$ cat config.mk
export PLATFORM = sky130hd
export DESIGN_NAME = sed_queue
export DESIGN_NICKNAME = d
export VERILOG_FILES = /design/src/rtl/core/sed_queue.sv
export SDC_FILE = /design/constraint.sdc
export NUM_CORES = 1
export LEC_CHECK = 0
export BUFFER_PORTS_ARGS = -buffer_cell sky130_fd_sc_hd__buf_2
export CAP_MARGIN = 0
export CELL_PAD_IN_SITES_DETAIL_PLACEMENT = 0
export CELL_PAD_IN_SITES_GLOBAL_PLACEMENT = 1
export CORE_MARGIN = 2
export CORE_UTILIZATION = 28
export CTS_BUF_LIST = sky130_fd_sc_hd__clkbuf_16
export CTS_CLUSTER_DIAMETER = 60
export DETAILED_ROUTE_END_ITERATION = 16
export GPL_ROUTABILITY_DRIVEN = 0
export PLACE_DENSITY = 0.66
export SYNTH_ARGS = -nofsm -noshare
export SYNTH_HDL_FRONTEND = slang
export SYNTH_SLANG_ARGS = --single-unit
$ cat constraint.sdc
create_clock -name clk -period 3.2 [get_ports clk]
set_input_delay 0.64 -clock clk [delete_from_list [all_inputs] [get_ports clk]]
set_output_delay 0.64 -clock clk [all_outputs]
set_load 0.05 [all_outputs]
$ cat src/rtl/core/sed_queue.sv
module sed_queue #(
  parameter int WIDTH = 8,
  parameter int DEPTH = 2
) (
  input  logic             clk,
  input  logic             rst,
  input  logic             push,
  input  logic [WIDTH-1:0] wr_data,
  output logic             full,
  input  logic             pop,
  output logic [WIDTH-1:0] rd_data,
  output logic             empty
);

  localparam int PTR_W = $clog2(DEPTH);
  localparam int CNT_W = $clog2(DEPTH + 1);

  logic [WIDTH-1:0] slots [DEPTH];
  logic [PTR_W-1:0] wr_ptr;
  logic [PTR_W-1:0] rd_ptr;
  logic [CNT_W-1:0] fill;

  assign full    = (fill == CNT_W'(DEPTH));
  assign empty   = (fill == '0);
  assign rd_data = slots[rd_ptr];

  always_ff @(posedge clk) begin
    if (push) slots[wr_ptr] <= wr_data;
  end

  always_ff @(posedge clk) begin
    if (rst) begin
      wr_ptr <= '0;
      rd_ptr <= '0;
      fill   <= '0;
    end else begin
      if (push) begin
        wr_ptr <= (wr_ptr == PTR_W'(DEPTH - 1)) ? '0 : wr_ptr + 1'b1;
      end
      if (pop) begin
        rd_ptr <= (rd_ptr == PTR_W'(DEPTH - 1)) ? '0 : rd_ptr + 1'b1;
      end
      if (push && !pop) begin
        fill <= fill + 1'b1;
      end else if (pop && !push) begin
        fill <= fill - 1'b1;
      end
    end
  end

`ifndef SYNTH
  a_no_overflow: assert property (@(posedge clk) disable iff (rst)
    push |-> !full)
    else $error("queue: write while full");

  a_no_underflow: assert property (@(posedge clk) disable iff (rst)
    pop |-> !empty)
    else $error("queue: read while empty");
`endif

endmodule

==> out/qor.yml, run 1 <==
status:
  status: "completed"
floorplanning:
  rows: 19
  fp.dieH_microns: 56.9
  io_pins: 22
  die_w_microns: 56.9
  start_util: 0.289
  core_area_sq_um: 2710
  die-area_sq_um: 3240
power_and_ir_drop:
  combPwrFrac: 0.170
  ir_drop_mv: 0.436
  leakagePower_nw: 0.399
  power.switching_uw: 178
  power.internal_uw: 520
  power_uw: 698
  pwr-share-clk: 0.361
  p_sw_frac: 0.255
  powerDensity_nw_per_um2: 697
  seqPwrFrac: 0.468
clock_tree:
  h-tree-depth: 1
  root_buffer: "clkbuf_16"
  cts_sinks: 21
  clk_pin_slew_worst_paths_ns: 0.05
  post-cts-setup-buffers: 0
  cts_tree: "built"
  clk_latency_ns: 0.25
  cts_made_buffers: 3
  hold_buffers: 0
  post_cts_resize_count: 0
  clk_path_buf_depth: 2
critical_path:
  reg2reg_depth: 1
  cp_data_required_time_ns: 2.56
  endpoint_kind: "output pin"
  crit-reg2reg-launch: "wr_ptr"
  worstSetupPathType: "reg2out"
  ff2ff_setup_slack_ns: 1.97
  slowest_delay_ns: 0.53
  cp_max_fo: 8
  critPathLaunchType: "flop"
  cp.arrival_ns: 1.39
  cp_cell_sequence: "mux2_2 -> buf_2"
  worstReg2RegEnd: "slots[0][7]"
  cp_slowest_cell: "dfxtp_1"
synthesis:
  synth_warnings: 0
  synthCells: 47
  synth_async_sr_flop_share: 0
  synth_top_area_share: 0.613
  yosysUniqueCellTypes: 15
  ys_seq_area_frac: 0.741
  ys_seq_elements: 21
  synth_edf_count: 16
  synthTopCellsByCount: "edfxtp_1 (16), mux2_2 (8), dfxtp_1 (5), nor2_1 (5)"
  synth_area_leader_cell: "edfxtp_1"
  netlist_area_sq_um: 783
  postSynthAreaPerCell_sq_um: 16.7
  ys_top_cells_by_area: "edfxtp_1 (61%), dfxtp_1 (13%), mux2_2 (12%)"
  yosysMostFrequentCell: "edfxtp_1"
  syn_nets: 60
  synth_top_flop_cell: "edfxtp_1"
timing:
  whs_ns: 0.502
  timing.final.crit_share: 0.634
  tightest_slew_ns: 0.677
  setup_tns_ns: 0
  fmax_mhz: 493
  setup_viol: 0
  rsz0062_at_grt: "no"
  slew_headroom: 0.548
  post-route-min-period_ns: 2.03
  slew_viol_final: 0
  hold_viol_final: 0
  skew_ns: 0.00100
worst_hold_path:
  hold_class: "reg2reg"
  worstHoldEndpoint: "fill[1]"
  hold_depth: 2
  min_from: "fill[1]"
detailed_routing:
  wirelength_microns: 1080
  drc: 0
  via_count: 432
  dr.first_iter.drc_count: 5
  wl_per_cell_microns: 10.6
  drtAntennaViolNets: 0
  drtPass1Iterations: 4
  vias_per_cell: 4.24
run:
  drv_cap: 0
placed_design:
  portBuffers: 21
global_route:
  grt_overflow: 0
  track_usage: 0.0667
  grt_pass1_vias: 382
  grt_max_degree: 13
  antenna_found_initial: 0
  grt_pass1_wl_microns: 1590
layout:
  nets: 85
  syn_to_final_growth_pct: 28.0
  drive_gt1_frac: 0.479
  diodes: 0
  fillCellCount: 268
[cell families after synthesis]
family                   synth area share
AND/OR/NAND/NOR                    0.0591
AO/OA/AOI/OAI                      0.0128
buffers and inverters              0.0112
multiplexers                        0.115
flip-flops                          0.741
adder cells (fa/ha/maj)            0.0160
XOR/XNOR                           0.0447
[layer usage]
layer | GRT usage | part of all wire
met4 | 0.0199 | 0
met5 | 0 | 0
met2 | 0.100 | 0.45
met3 | 0.0392 | 0.10
met1 | 0.0805 | 0.45
[cell type report]
cell class,instances,area (sq um),share of cell area
clock inverters,1,5.00,0.00499
well taps,31,38.8,0.0387
inverters,1,3.75,0.00375
repair buffers,21,105,0.105
flip-flops and latches,21,581,0.579
multi-input cells,24,194,0.194
clock buffers,3,75.1,0.0749
[registers in the layout, summed over array words and instances (netlist names), named ones only]
register / cells
slots: 16
wr_ptr: 1
fill: 2
rd_ptr: 1
[worst max-delay path: cells and delay by family, from the launching register on]
kind / cells / cell delay [ns]
buffers and inverters: 1 / 0.21
flip-flops: 1 / 0.53
multiplexers: 1 / 0.39
[through the flow]
stage               instance area, sq um  utilization  setup slack [ns]  cells
floorplan                            783            -              1.58     47
global placement                     922        0.340              1.43     98
detailed placement                   922        0.340              1.42     98
CTS                                 1000        0.370              1.15    102
global route                        1000        0.370              1.10    102
finish                              1000        0.370              1.17    102
[power by group through the flow]
stage / clock (mW) / sequential [mW] / combinational (mW)
final: 0.252 / 0.327 / 0.119
after global routing: 0.270 / 0.330 / 0.127
after CTS: 0.261 / 0.328 / 0.120
after detailed placement: 0 / 0.333 / 0.120
after global placement: 0 / 0.332 / 0.120
after floorplan: 0 / 0.327 / 0.0972
[worst max-delay path by stage]
stage / start / end / slack [ns] / cells after the start
2_1_floorplan: fill[0] / empty / 1.58 / 1
3_3_place_gp: flop / rd_data[4] / 1.43 / 2
3_5_place_dp: flop / rd_data[4] / 1.42 / 2
4_1_cts: flop / rd_data[4] / 1.15 / 2
5_1_grt: flop / rd_data[4] / 1.10 / 2
6_report: flop / rd_data[4] / 1.17 / 2
[cells in the final DEF (no fill, tap or decap)]
cell type  instances
a21oi_1            1
or3_1              1
clkbuf_16          3
mux2_2             8
and2_1             1
clkinv_2           1
edfxtp_1          16
xor2_1             2
and2b_2            1
nor2_1             5
dfxtp_1            5
ha_1               1
xnor2_1            2
inv_1              1
nor2b_1            1
o21ai_0            1
buf_2             21
Note: power is estimated with default switching activity, not from simulation.
==> run 2, diff against run 1 <==
Settings changed: PLACE_DENSITY 0.66 to 0.68.
Clock period 3.2 ns to 1.6 ns, I/O delays scaled along.
==> out/qor.yml, run 2 (synthesized netlist as in run 1, its figures left out) <==
status:
  status: "completed"
critical_path:
  cp_data_required_time_ns: 1.28
  worst-path-buf-inv: 1
  reg2reg_depth: 1
  critPathLaunchType: "flop"
  crit-reg2reg-launch: "wr_ptr"
  ff2ff_setup_slack_ns: 0.53
  cp_slowest_cell: "dfxtp_4"
  cp_max_fo: 8
  cp_cell_sequence: "mux2_2 -> buf_2"
  endpoint_kind: "output pin"
  worstSetupPathType: "reg2out"
  worstReg2RegEnd: "slots[1][3]"
  crit_family: "flip-flops"
  cp.arrival_ns: 1.22
  slowest_delay_ns: 0.40
global_route:
  grt_max_degree: 13
  grt_pass1_vias: 478
  grt_overflow: 0
  track_usage: 0.0859
  grt_pass1_wl_microns: 2060
  antenna_found_initial: 0
floorplanning:
  rows: 19
  fp.dieH_microns: 56.9
  core_area_sq_um: 2710
  die-area_sq_um: 3240
  die_w_microns: 56.9
  io_pins: 22
  start_util: 0.289
power_and_ir_drop:
  ir_drop_mv: 0.797
  leakagePower_nw: 0.404
  power_mw: 1.41
  powerDensity_nw_per_um2: 1390
layout:
  top_register: "slots"
  final_cell_mix: "buf_2 (21), edfxtp_1 (16), mux2_2 (8), nor2_1 (5), dfxtp_1 (4)"
  diodes: 0
  top_regs: "slots: 16 flops, fill: 2 flops"
  final_common_cell: "buf_2"
  fillCellCount: 285
  syn_to_final_growth_pct: 29.4
  largest_reg_flops: 16
  post-route-util: 0.374
  nets: 86
  drive_gt1_frac: 0.500
detailed_routing:
  wl_per_cell_microns: 11.7
  drtPass1Iterations: 4
  via_count: 445
  drc: 0
  wirelength_microns: 1210
  vias_per_cell: 4.32
  dr.first_iter.drc_count: 6
  drtAntennaViolNets: 0
clock_tree:
  cts_tree: "built"
  clk_pin_slew_worst_paths_ns: 0.05
  cts_sinks: 21
  cts_made_buffers: 3
  post_cts_resize_count: 2
  clk_latency_ns: 0.25
  clk_path_buf_depth: 2
  post-cts-setup-buffers: 0
  hold_buffers: 0
  h-tree-depth: 1
  root_buffer: "clkbuf_16"
timing:
  post-route-min-period_ns: 1.54
  fmax_mhz: 650
  skew_ns: 0.000884
  timing.final.crit_share: 0.962
  slew_viol_final: 0
  setup_tns_ns: 0
  setup_viol: 0
  hold_viol_final: 0
  rsz0062_at_grt: "no"
  slew_headroom: 0.740
  tightest_slew_ns: 0.390
placed_design:
  portBuffers: 21
  dpl.hpwl_microns: 902
worst_hold_path:
  hold_class: "in2reg"
  worstHoldEndpoint: "slots[1][7]"
  hold_depth: 1
  min_from: "wr_data[7]"
run:
  drv_cap: 0
-- run 2: cell count changes in the layout (fill, tap and decap cells not counted), sizes merged --
cell  change
buf       +1
-- run 2: layout make-up --
| class | instances | area, sq um | area share |
|---|---|---|---|
| inverter | 1 | 3.75 | 0.00370 |
| clock inverter | 1 | 5.00 | 0.00494 |
| tap | 31 | 38.8 | 0.0383 |
| multi-input combinational | 24 | 194 | 0.191 |
| timing repair buffer | 22 | 113 | 0.111 |
| sequential | 21 | 584 | 0.577 |
| clock buffer | 3 | 75.1 | 0.0741 |
-- run 2: through the flow --
| stage | instance area [sq um] | worst slack (ns) | hold WS [ns] | std cells |
|---|---|---|---|---|
| 6_report | 1010 | 0.0616 | 0.258 | 103 |
| 5_1_grt | 1010 | 0.0236 | 0.253 | 103 |
| 3_5_place_dp | 930 | 0.126 | 0.503 | 99 |
| 2_1_floorplan | 783 | 0.304 | 0.389 | 47 |
| 3_3_place_gp | 930 | 0.158 | 0.484 | 99 |
| 4_1_cts | 1010 | 0.0395 | 0.254 | 103 |
-- run 2: how the worst max path moves through the flow --
| stage | from | end | slack, ns | cells past startpoint |
|---|---|---|---|---|
| after CTS | flop | rd_data[2] | 0.04 | 2 |
| after floorplan | fill[0] | empty | 0.30 | 1 |
| after global routing | flop | rd_data[2] | 0.02 | 2 |
| final | flop | rd_data[2] | 0.06 | 2 |
| after global placement | flop | rd_data[2] | 0.16 | 2 |
| after detailed placement | flop | rd_data[2] | 0.13 | 2 |
-- run 2: per-layer routing --
metal	track usage	vias to the layer above	routed length (microns)
li1	-	218	-
met4	0.0299	0	0
met5	0	-	0
met2	0.144	16	605
met1	0.0950	211	489
met3	0.0392	0	110
-- run 2: where the power goes --
part | switching (mW) | internal (mW) | total (mW)
Clock | 0.176 | 0.335 | 0.510
Sequential | 0.0241 | 0.631 | 0.655
Combinational | 0.165 | 0.0780 | 0.243
