**src/rtl/core/sed_out_if.sv**
```systemverilog
interface sed_out_if #(
  parameter int SAMPLE_BITS = 16
);
  logic                          valid;
  logic                          ready;
  logic signed [SAMPLE_BITS-1:0] erosion;
  logic signed [SAMPLE_BITS-1:0] dilation;
  logic signed [SAMPLE_BITS-1:0] average;
  logic        [SAMPLE_BITS-1:0] difference;
  logic                          last_out;

  modport source (output valid, output erosion, output dilation, output average,
                  output difference, output last_out, input ready);
  modport sink   (input valid, input erosion, input dilation, input average,
                  input difference, input last_out, output ready);
endinterface

```
**src/rtl/core/sed_back.sv**
```systemverilog
module sed_back #(
  parameter int MAX_HALF_WINDOW = 31,
  parameter int SAMPLE_BITS     = 16
) (
  input  logic  clk,
  input  logic  rst,
  input  logic [2*SAMPLE_BITS+$clog2(MAX_HALF_WINDOW+2):0] q_data,
  input  logic  q_empty,
  output logic  q_pop,
  sed_out_if.source out_ch
);

  localparam int W     = SAMPLE_BITS;
  localparam int CNT_W = $clog2(MAX_HALF_WINDOW + 2);

  logic signed [W-1:0] cur_lo;
  logic signed [W-1:0] cur_hi;
  logic                cur_last;
  logic [CNT_W-1:0]    remaining;

  logic                out_valid;
  logic signed [W-1:0] out_erosion;
  logic signed [W-1:0] out_dilation;
  logic signed [W-1:0] out_average;
  logic [W-1:0]        out_difference;
  logic                out_last;

  logic                load_out;
  logic                give;
  logic signed [W:0]   sum;
  logic signed [W:0]   sum_adj;

  assign load_out = !out_valid || out_ch.ready;
  assign give     = load_out && (remaining != '0);
  assign q_pop    = !q_empty && (remaining == '0);

  // bias negatives by one so the shift truncates toward zero
  assign sum     = {cur_lo[W-1], cur_lo} + {cur_hi[W-1], cur_hi};
  assign sum_adj = sum + {{W{1'b0}}, sum[W]};

  assign out_ch.valid      = out_valid;
  assign out_ch.erosion    = out_erosion;
  assign out_ch.dilation   = out_dilation;
  assign out_ch.average    = out_average;
  assign out_ch.difference = out_difference;
  assign out_ch.last_out   = out_last;

  always_ff @(posedge clk) begin
    if (q_pop) begin
      cur_lo   <= q_data[W-1:0];
      cur_hi   <= q_data[2*W-1:W];
      cur_last <= q_data[2*W+CNT_W];
    end
    if (give) begin
      out_erosion    <= cur_lo;
      out_dilation   <= cur_hi;
      out_average    <= sum_adj[W:1];
      out_difference <= cur_hi - cur_lo;
      out_last       <= cur_last && (remaining == CNT_W'(1));
    end
  end

  always_ff @(posedge clk) begin
    if (rst) begin
      remaining <= '0;
      out_valid <= 1'b0;
    end else begin
      if (q_pop) begin
        remaining <= q_data[2*W+CNT_W-1:2*W];
      end else if (give) begin
        remaining <= remaining - 1'b1;
      end
      if (load_out) out_valid <= give;
    end
  end

endmodule

```
**src/flat_wrapper.sv**
```systemverilog
// flat-port wrapper written by rule: the top's interface ports become plain ports
module sed_back_flat 
#(
  parameter int MAX_HALF_WINDOW = 31,
  parameter int SAMPLE_BITS     = 16
)
  (clk, rst, q_data, q_empty, q_pop, out_ch_valid, out_ch_erosion, out_ch_dilation, out_ch_average, out_ch_difference, out_ch_last_out, out_ch_ready);
  sed_out_if #(.SAMPLE_BITS(SAMPLE_BITS)) out_ch_i ();
  input  logic clk;
  input  logic rst;
  input  logic [2*SAMPLE_BITS+$clog2(MAX_HALF_WINDOW+2):0] q_data;
  input  logic q_empty;
  output logic q_pop;
  output wire logic [$bits(out_ch_i.valid)-1:0] out_ch_valid;
  output wire logic [$bits(out_ch_i.erosion)-1:0] out_ch_erosion;
  output wire logic [$bits(out_ch_i.dilation)-1:0] out_ch_dilation;
  output wire logic [$bits(out_ch_i.average)-1:0] out_ch_average;
  output wire logic [$bits(out_ch_i.difference)-1:0] out_ch_difference;
  output wire logic [$bits(out_ch_i.last_out)-1:0] out_ch_last_out;
  input wire logic [$bits(out_ch_i.ready)-1:0] out_ch_ready;
  assign out_ch_valid = out_ch_i.valid;
  assign out_ch_erosion = out_ch_i.erosion;
  assign out_ch_dilation = out_ch_i.dilation;
  assign out_ch_average = out_ch_i.average;
  assign out_ch_difference = out_ch_i.difference;
  assign out_ch_last_out = out_ch_i.last_out;
  assign out_ch_i.ready = out_ch_ready;
  sed_back #(.MAX_HALF_WINDOW(MAX_HALF_WINDOW), .SAMPLE_BITS(SAMPLE_BITS)) u_core (.clk(clk), .rst(rst), .q_data(q_data), .q_empty(q_empty), .q_pop(q_pop), .out_ch(out_ch_i));
endmodule
```
**config.mk**
```make
export PLATFORM = sky130hd
export DESIGN_NAME = sed_back_flat
export DESIGN_NICKNAME = d
export VERILOG_FILES = /design/src/rtl/core/sed_out_if.sv /design/src/rtl/core/sed_back.sv /design/src/flat_wrapper.sv
export SDC_FILE = /design/constraint.sdc
export NUM_CORES = 1
export LEC_CHECK = 0
export ABC_CLOCK_PERIOD_IN_PS = 14400
export BUFFER_PORTS_ARGS = -buffer_cell sky130_fd_sc_hd__clkbuf_2
export CELL_PAD_IN_SITES_DETAIL_PLACEMENT = 0
export CELL_PAD_IN_SITES_GLOBAL_PLACEMENT = 2
export CORE_ASPECT_RATIO = 1.25
export CORE_MARGIN = 1.5
export CORE_UTILIZATION = 39
export DETAILED_ROUTE_END_ITERATION = 7
export GPL_ROUTABILITY_DRIVEN = 0
export PLACE_DENSITY_LB_ADDON = 0.12
export SLEW_MARGIN = 20
export SYNTH_ARGS = -nofsm -noshare
export SYNTH_HDL_FRONTEND = slang
export SYNTH_SLANG_ARGS = --single-unit
```
**constraint.sdc**
```tcl
create_clock -name clk -period 14.4 [get_ports clk]
set_input_delay 2.16 -clock clk [delete_from_list [all_inputs] [get_ports clk]]
set_output_delay 2.16 -clock clk [all_outputs]
set_load 0.02 [all_outputs]
```
==> metrics.md, run 1 <==
| Metric | Value |
|---|---|
| Gr usage total | `15.6%` |
| RR Startpoint | `u_core.cur_hi[13]$_DFFE_PP_` |
| Routed WL | `10800 um` |
| Top-count cell post-synth | `edfxtp_1` |
| Largest stage delay, worst path | `0.47 ns` |
| Die Y | `134 um` |
| Critical path arrival | `3.13 ns` |
| Hold WC Path Type | `reg -> reg` |
| EDFF count, synth | `98` |
| Final Hold Fails | `0` |
| DRC Markers | `0` |
| Maximum clock insertion buffer count | `2` |
| Vias per cell | `5.05` |
| Critical Path Source Type | `primary input` |
| Global-route wire length before repair | `17500 um` |
| Minimum clock period | `5.29 ns` |
| CTS root buffer | `clkbuf_16` |
| Max_cap viols | `0` |
| Initial core utilization | `40.2%` |
| Mapped cell area | `approximately 5300 um2` |
| Layout cell share with drive strength beyond 1 | `26.8%` |
| Hold path start | `u_core.cur_lo[15]$_DFFE_PP_` |
| Top-area cell type share of the netlist area | `approximately 55%` |
| Max_slew headroom | `40.6%` |
| Clk_lat worst skew | `~0.34 ns` |
| First-pass DRT Iterations | `4` |
| CTS tree | `done` |
| Worst-Margin Slew | `slightly below 0.9 ns` |
| Row count | `47` |
| Die X-Extent | `108 um` |
| DIE AREA | `14400 um2` |
| Fin crit share | `36.7%` |
| Total CTS buffers | `9` |
| RSZ-0062 raised after global routing | `no` |
| FFs w/ async S/R, synth | `0%` |
| Storage cell area | `about 3000 um2` |
| DPL Wire Length | `slightly below 8000 um` |
| Area grow syn2layout | `19.4%` |
| YS warnings | `0` |
| CTS sink count | `105` |
| Post-synthesis cell type count | `71` |
| Initial antenna violation count | `0` |
| Wire length per cell | `15.0 um` |
| H-tree level count | `3` |
| Inst Count DP | `704` |
| Top cells by area, synth | `edfxtp_1 (55%), ha_1 (7.7%), xnor2_1 (3.3%)` |
| Max-slew violation count | `0` |
| Cell taking the most area after synthesis | `edfxtp_1` |
| Via count | `3639` |
| Cts hold-fix bufs | `0` |
| Total gr overflow | `0` |
| Outcome | `completed` |
| Iter 0 DRT Violations | `slightly below 90` |
| Prevailing post-synth register cell | `edfxtp_1` |
| Clk slew on worst S/H paths | `0.07 ns` |
| Post-synthesis net count | `512` |
| Crit-path cells | `clkbuf_2 -> nor2_4 -> buf_4 -> clkbuf_2` |
| Clock skew | `0.00646 ns` |
| Max IR drop VDD | `348 uV` |
| Sequential share of the synthesized area | `57.7%` |
| Most frequent CP cell | `clkbuf_2` |
| Largest net degree at the start of global routing | `73` |
| CTS resizes | `0` |
| Flops & latches, synth | `105` |
| Worst path slowest cell | `buf_4` |
| Non-Filler Instances | `a little over 700` |
| Cells after Synth | `434` |
| CP endpoint kind | `primary output` |
| IO Pins | `110` |
| Nets | `622` |
| Vias in the first global route | `3624` |
| Multi-input gate area | `2080 um2` |
| Highest clock rate | `between 150 and 200 MHz` |
| Core Box Area | `about 13000 um2` |
| Fillers | `about 1300` |
| CP Data Required Time | `12.24 ns` |
| CP Class | `in -> out` |
| Setup-failing EPs final | `0` |
| Lkg Pwr | `2.61 nW` |
| DRT antenna net count | `0` |
| Top post-synthesis cells by count | `edfxtp_1 (98), nor2_1 (38), inv_1 (35)` |
| Critical path origin | `q_empty` |
| Post-CTS Setup Bufs | `0` |
| Setup_tns | `0 ns` |
| Syn_area_per_cell | `12.3 um2` |
| Post-layout util | `48.0%` |
| Crit Path Max Fanout | `40` |
| Power per cell area | `about 240 nW/um2` |
| Total power | `1.50 mW` |
| Buffers on Ports | `109` |
| Number of diodes | `0` |
[cell type report]
type                    count  area share (%)
inverters                  37            2.18
clock inverters             4           0.804
repair buffers            111            8.78
well taps                 171            3.35
clock buffers              12            4.04
flip-flops and latches    105            48.3
multi-input cells         280            32.6
[worst paths after layout]
check / slack, ns / end / depth (start not counted)
min: 0.46 / u_core.out_ch.erosion[15]$_DFFE_PP_ / 0
max reg2reg: 11.05 / u_core.out_ch.average[15]$_DFFE_PP_ / 9
min reg2reg: 0.46 / u_core.out_ch.erosion[15]$_DFFE_PP_ / 0
max: 9.11 / q_pop / 4
[flip-flops by register name, indices dropped and copies added (netlist names)]
register,flops
u_core.cur_hi,16
u_core.out_ch.valid,1
u_core.cur_lo,16
u_core.out_ch.dilation,16
u_core.cur_last,1
u_core.out_ch.average,16
u_core.out_ch.erosion,16
u_core.out_ch.last_out,1
u_core.out_ch.difference,16
u_core.remaining,6
[layer usage]
layer	part of all wire [%]	global-route usage (%)	wire length, um
met5	0	0	0
met4	1.3	5.41	139
met2	52	27.9	5580
met1	43	18.2	4680
met3	3.6	3.69	386
[stage by stage]
stage	instance area, um2	setup slack [ns]	hold WS (ns)
after detailed placement	6070	9.09	0.441
after floorplan	5350	7.48	0.431
after global placement	6070	9.13	0.441
after global routing	6380	9.04	0.470
final	6380	9.11	0.455
after CTS	6380	9.09	0.458
[power by group]
part           total (mW)  switching, mW  internal [mW]
clock network       0.251          0.106          0.146
registers           0.572         0.0481          0.524
logic               0.680          0.454          0.225
[worst max-delay path, delay by kind of cell]
kind | cells | cell delay (ns)
buffers and inverters | 3 | 0.86
and+or+nand+nor | 1 | 0.10
[cells by family (layout without fill, tap and decap cells)]
family,Yosys count,after routing,share of synthesized area [%]
adders and majority gates,35,35,8.47
buffers and inverters,49,164,3.79
AOI/OAI and AO/OA,92,92,12.3
muxes,1,1,0.187
DFF,105,105,57.7
xor gates and xnor gates,29,29,4.75
and+or+nand+nor,123,123,12.8
[placed cells by master (no fill, tap or decap), types with 7 or more instances in the layout]
cell / n
a21oi_1: 25
a31oi_1: 7
clkbuf_16: 10
clkbuf_2: 109
dfxtp_1: 7
edfxtp_1: 98
ha_1: 33
inv_1: 35
nand2_1: 16
nor2_1: 37
nor2b_1: 9
nor3_1: 14
o21ai_0: 14
or3_1: 8
xnor2_1: 20
xor2_1: 9
Power figures use the tool's default switching activity.
==> run 2: changes to the inputs <==
--- a/config.mk
+++ b/config.mk
@@ -5,13 +5,13 @@
 export SDC_FILE = /design/constraint.sdc
 export NUM_CORES = 1
 export LEC_CHECK = 0
-export ABC_CLOCK_PERIOD_IN_PS = 14400
+export ABC_CLOCK_PERIOD_IN_PS = 4850
 export BUFFER_PORTS_ARGS = -buffer_cell sky130_fd_sc_hd__clkbuf_2
 export CELL_PAD_IN_SITES_DETAIL_PLACEMENT = 0
 export CELL_PAD_IN_SITES_GLOBAL_PLACEMENT = 2
 export CORE_ASPECT_RATIO = 1.25
 export CORE_MARGIN = 1.5
-export CORE_UTILIZATION = 39
+export CORE_UTILIZATION = 33
 export DETAILED_ROUTE_END_ITERATION = 7
 export GPL_ROUTABILITY_DRIVEN = 0
 export PLACE_DENSITY_LB_ADDON = 0.12
==> constraint.sdc (replaced) <==
create_clock -name clk -period 4.85 [get_ports clk]
set_input_delay 0.7275 -clock clk [delete_from_list [all_inputs] [get_ports clk]]
set_output_delay 0.7275 -clock clk [all_outputs]
set_load 0.02 [all_outputs]
==> metrics.md, run 2 (synthesized netlist as in run 1, its figures left out) <==
| Metric | Value |
|---|---|
| Vias in the first global route | `3656 (+0.88%)` |
| Buffers on Ports | `109 (unchanged)` |
| DRT antenna net count | `0 (unchanged)` |
| Inst Count DP | `746 (+6.0%)` |
| Nets | `623 (+0.16%)` |
| Crit Path Max Fanout | `9 (-78%)` |
| Gr usage total | `14.4% (-1.2 points)` |
| Global-route wire length before repair | `18600 um (+6.1%)` |
| Critical Path Source Type | `flop` |
| Number of diodes | `0 (unchanged)` |
| R2r setup slk | `1.68 ns (-9.37 ns)` |
| Die X-Extent | `117 um (+8.5%)` |
| Post-CTS Setup Bufs | `0 (unchanged)` |
| Hold path start | `u_core.cur_lo[15]$_DFFE_PP_` |
| Critical path origin | `u_core.cur_hi[13]$_DFFE_PP_` |
| Clk slew on worst S/H paths | `0.07 ns (about the same)` |
| Via count | `3610 (-0.80%)` |
| Clock skew | `0.0113 ns (+0.00482 ns)` |
| Vias per cell | `4.74 (-6.3%)` |
| Row count | `51 (+8.5%)` |
| DPL Wire Length | `8660 um (+8.9%)` |
| Area grow syn2layout | `20.2%` |
| Setup_tns | `0 ns (unchanged)` |
| Routed WL | `11500 um (+6.9%)` |
| Minimum clock period | `3.17 ns` |
| Most frequent cells in the layout | `clkbuf_2 (109), edfxtp_1 (98), nor2_1 (37)` |
| RR Startpoint | `u_core.cur_hi[13]$_DFFE_PP_` |
| DRC Markers | `0 (unchanged)` |
| Hold WC Path Type | `reg -> reg` |
| H-tree level count | `3 (unchanged)` |
| Total CTS buffers | `9 (unchanged)` |
| Lkg Pwr | `2.60 nW (-0.24%)` |
| Max_cap viols | `0 (unchanged)` |
| CP Class | `reg -> reg` |
| Initial core utilization | `34.1% (-6.2 points)` |
| First-pass DRT Iterations | `4 (unchanged)` |
| Cts hold-fix bufs | `0 (unchanged)` |
| Core Box Area | `15700 um2 (+18%)` |
| IO Pins | `110 (unchanged)` |
| DIE AREA | `17000 um2 (+18%)` |
| Max-slew violation count | `0 (unchanged)` |
| Highest clock rate | `316 MHz` |
| Die Y | `145 um (+8.5%)` |
| Max IR drop VDD | `367 uV (+5.5%)` |
| Largest net degree at the start of global routing | `40 (-45%)` |
| CTS root buffer | `clkbuf_16` |
| Initial antenna violation count | `0 (unchanged)` |
| Power per cell area | `694 nW/um2 (+190%)` |
| Non-Filler Instances | `762 (+5.8%)` |
| Total power | `4.46 mW (+200%)` |
| Clk_lat worst skew | `0.35 ns (about the same)` |
| CTS sink count | `105 (unchanged)` |
| Setup-failing EPs final | `0 (unchanged)` |
| CP endpoint kind | `flop` |
| Worst-Margin Slew | `0.849 ns (-0.0426 ns)` |
| Outcome | `completed` |
| Maximum clock insertion buffer count | `2 (unchanged)` |
| Critical path arrival | `3.26 ns (+0.13 ns)` |
| Fin crit share | `65.3%` |
| Iter 0 DRT Violations | `163 (+85%)` |
| Max_slew headroom | `42.9% (+2.3 points)` |
| Final Hold Fails | `0 (unchanged)` |
| Layout cell share with drive strength beyond 1 | `26.7% (-0.049 points)` |
| CP Data Required Time | `4.94 ns (-7.30 ns)` |
| Wire length per cell | `15.1 um (+0.99%)` |
| CTS resizes | `0 (unchanged)` |
| CTS tree | `done` |
| Total gr overflow | `0 (unchanged)` |
| RSZ-0062 raised after global routing | `no` |
| Most common cell after layout, fill and taps aside | `clkbuf_2` |
[run 2: changes by cell type in the layout (fill, tap and decap cells not counted)]
cell       before  now
clkinv_2        1    0
buf_4           2    3
clkbuf_1        2    3
clkinv_4        1    2
clkbuf_16      10    9
[run 2: final cells by class]
type,instances,area [um2]
fill,1591,9270
sequential,105,3080
multi-input combinational,280,2080
timing repair buffer,112,568
tap,212,265
clock buffer,12,236
inverter,37,139
clock inverter,4,55.1
[run 2: power by group]
part | internal, mW | switching, mW | leakage, nW
clock network | 0.403 | 0.315 | 0.137
logic | 0.677 | 1.37 | 1.46
registers | 1.55 | 0.144 | 1.01
[run 2: critical path: stages, from the launching register on]
cell and delay, ns:
edfxtp_1 0.42, ha_1 0.51, inv_2 0.14, a21o_1 0.17
a2111oi_0 0.43, o32ai_1 0.20, and4b_1 0.47, nand3_2 0.16
nor4_4 0.30, a21oi_1 0.11
[run 2: path summary, 6_finish.rpt]
check                                        endpoint  cells past startpoint
setup / recovery  u_core.out_ch.average[15]$_DFFE_PP_                      9
hold / removal    u_core.out_ch.erosion[15]$_DFFE_PP_                      0
setup reg to reg  u_core.out_ch.average[15]$_DFFE_PP_                      9
hold reg to reg   u_core.out_ch.erosion[15]$_DFFE_PP_                      0
[run 2: per-layer routing]
layer	vias up	share of wire [%]	wire length (um)	GRT usage, %
li1	1829	-	-	-
met1	1696	43	4970	17.3
met2	76	52	5960	25.0
met3	9	3.9	452	3.72
met4	0	1.2	142	4.52
met5	-	0	0	0
[run 2: per-stage QoR]
step	area (um2)	setup slack [ns]	hold WS [ns]	util (%)
floorplan	5350	1.16	0.431	-
global placement	6130	1.66	0.438	39.1
detailed placement	6130	1.67	0.444	39.1
CTS	6420	1.65	0.461	40.9
global route	6420	1.43	0.488	40.9
finish	6420	1.68	0.458	40.9
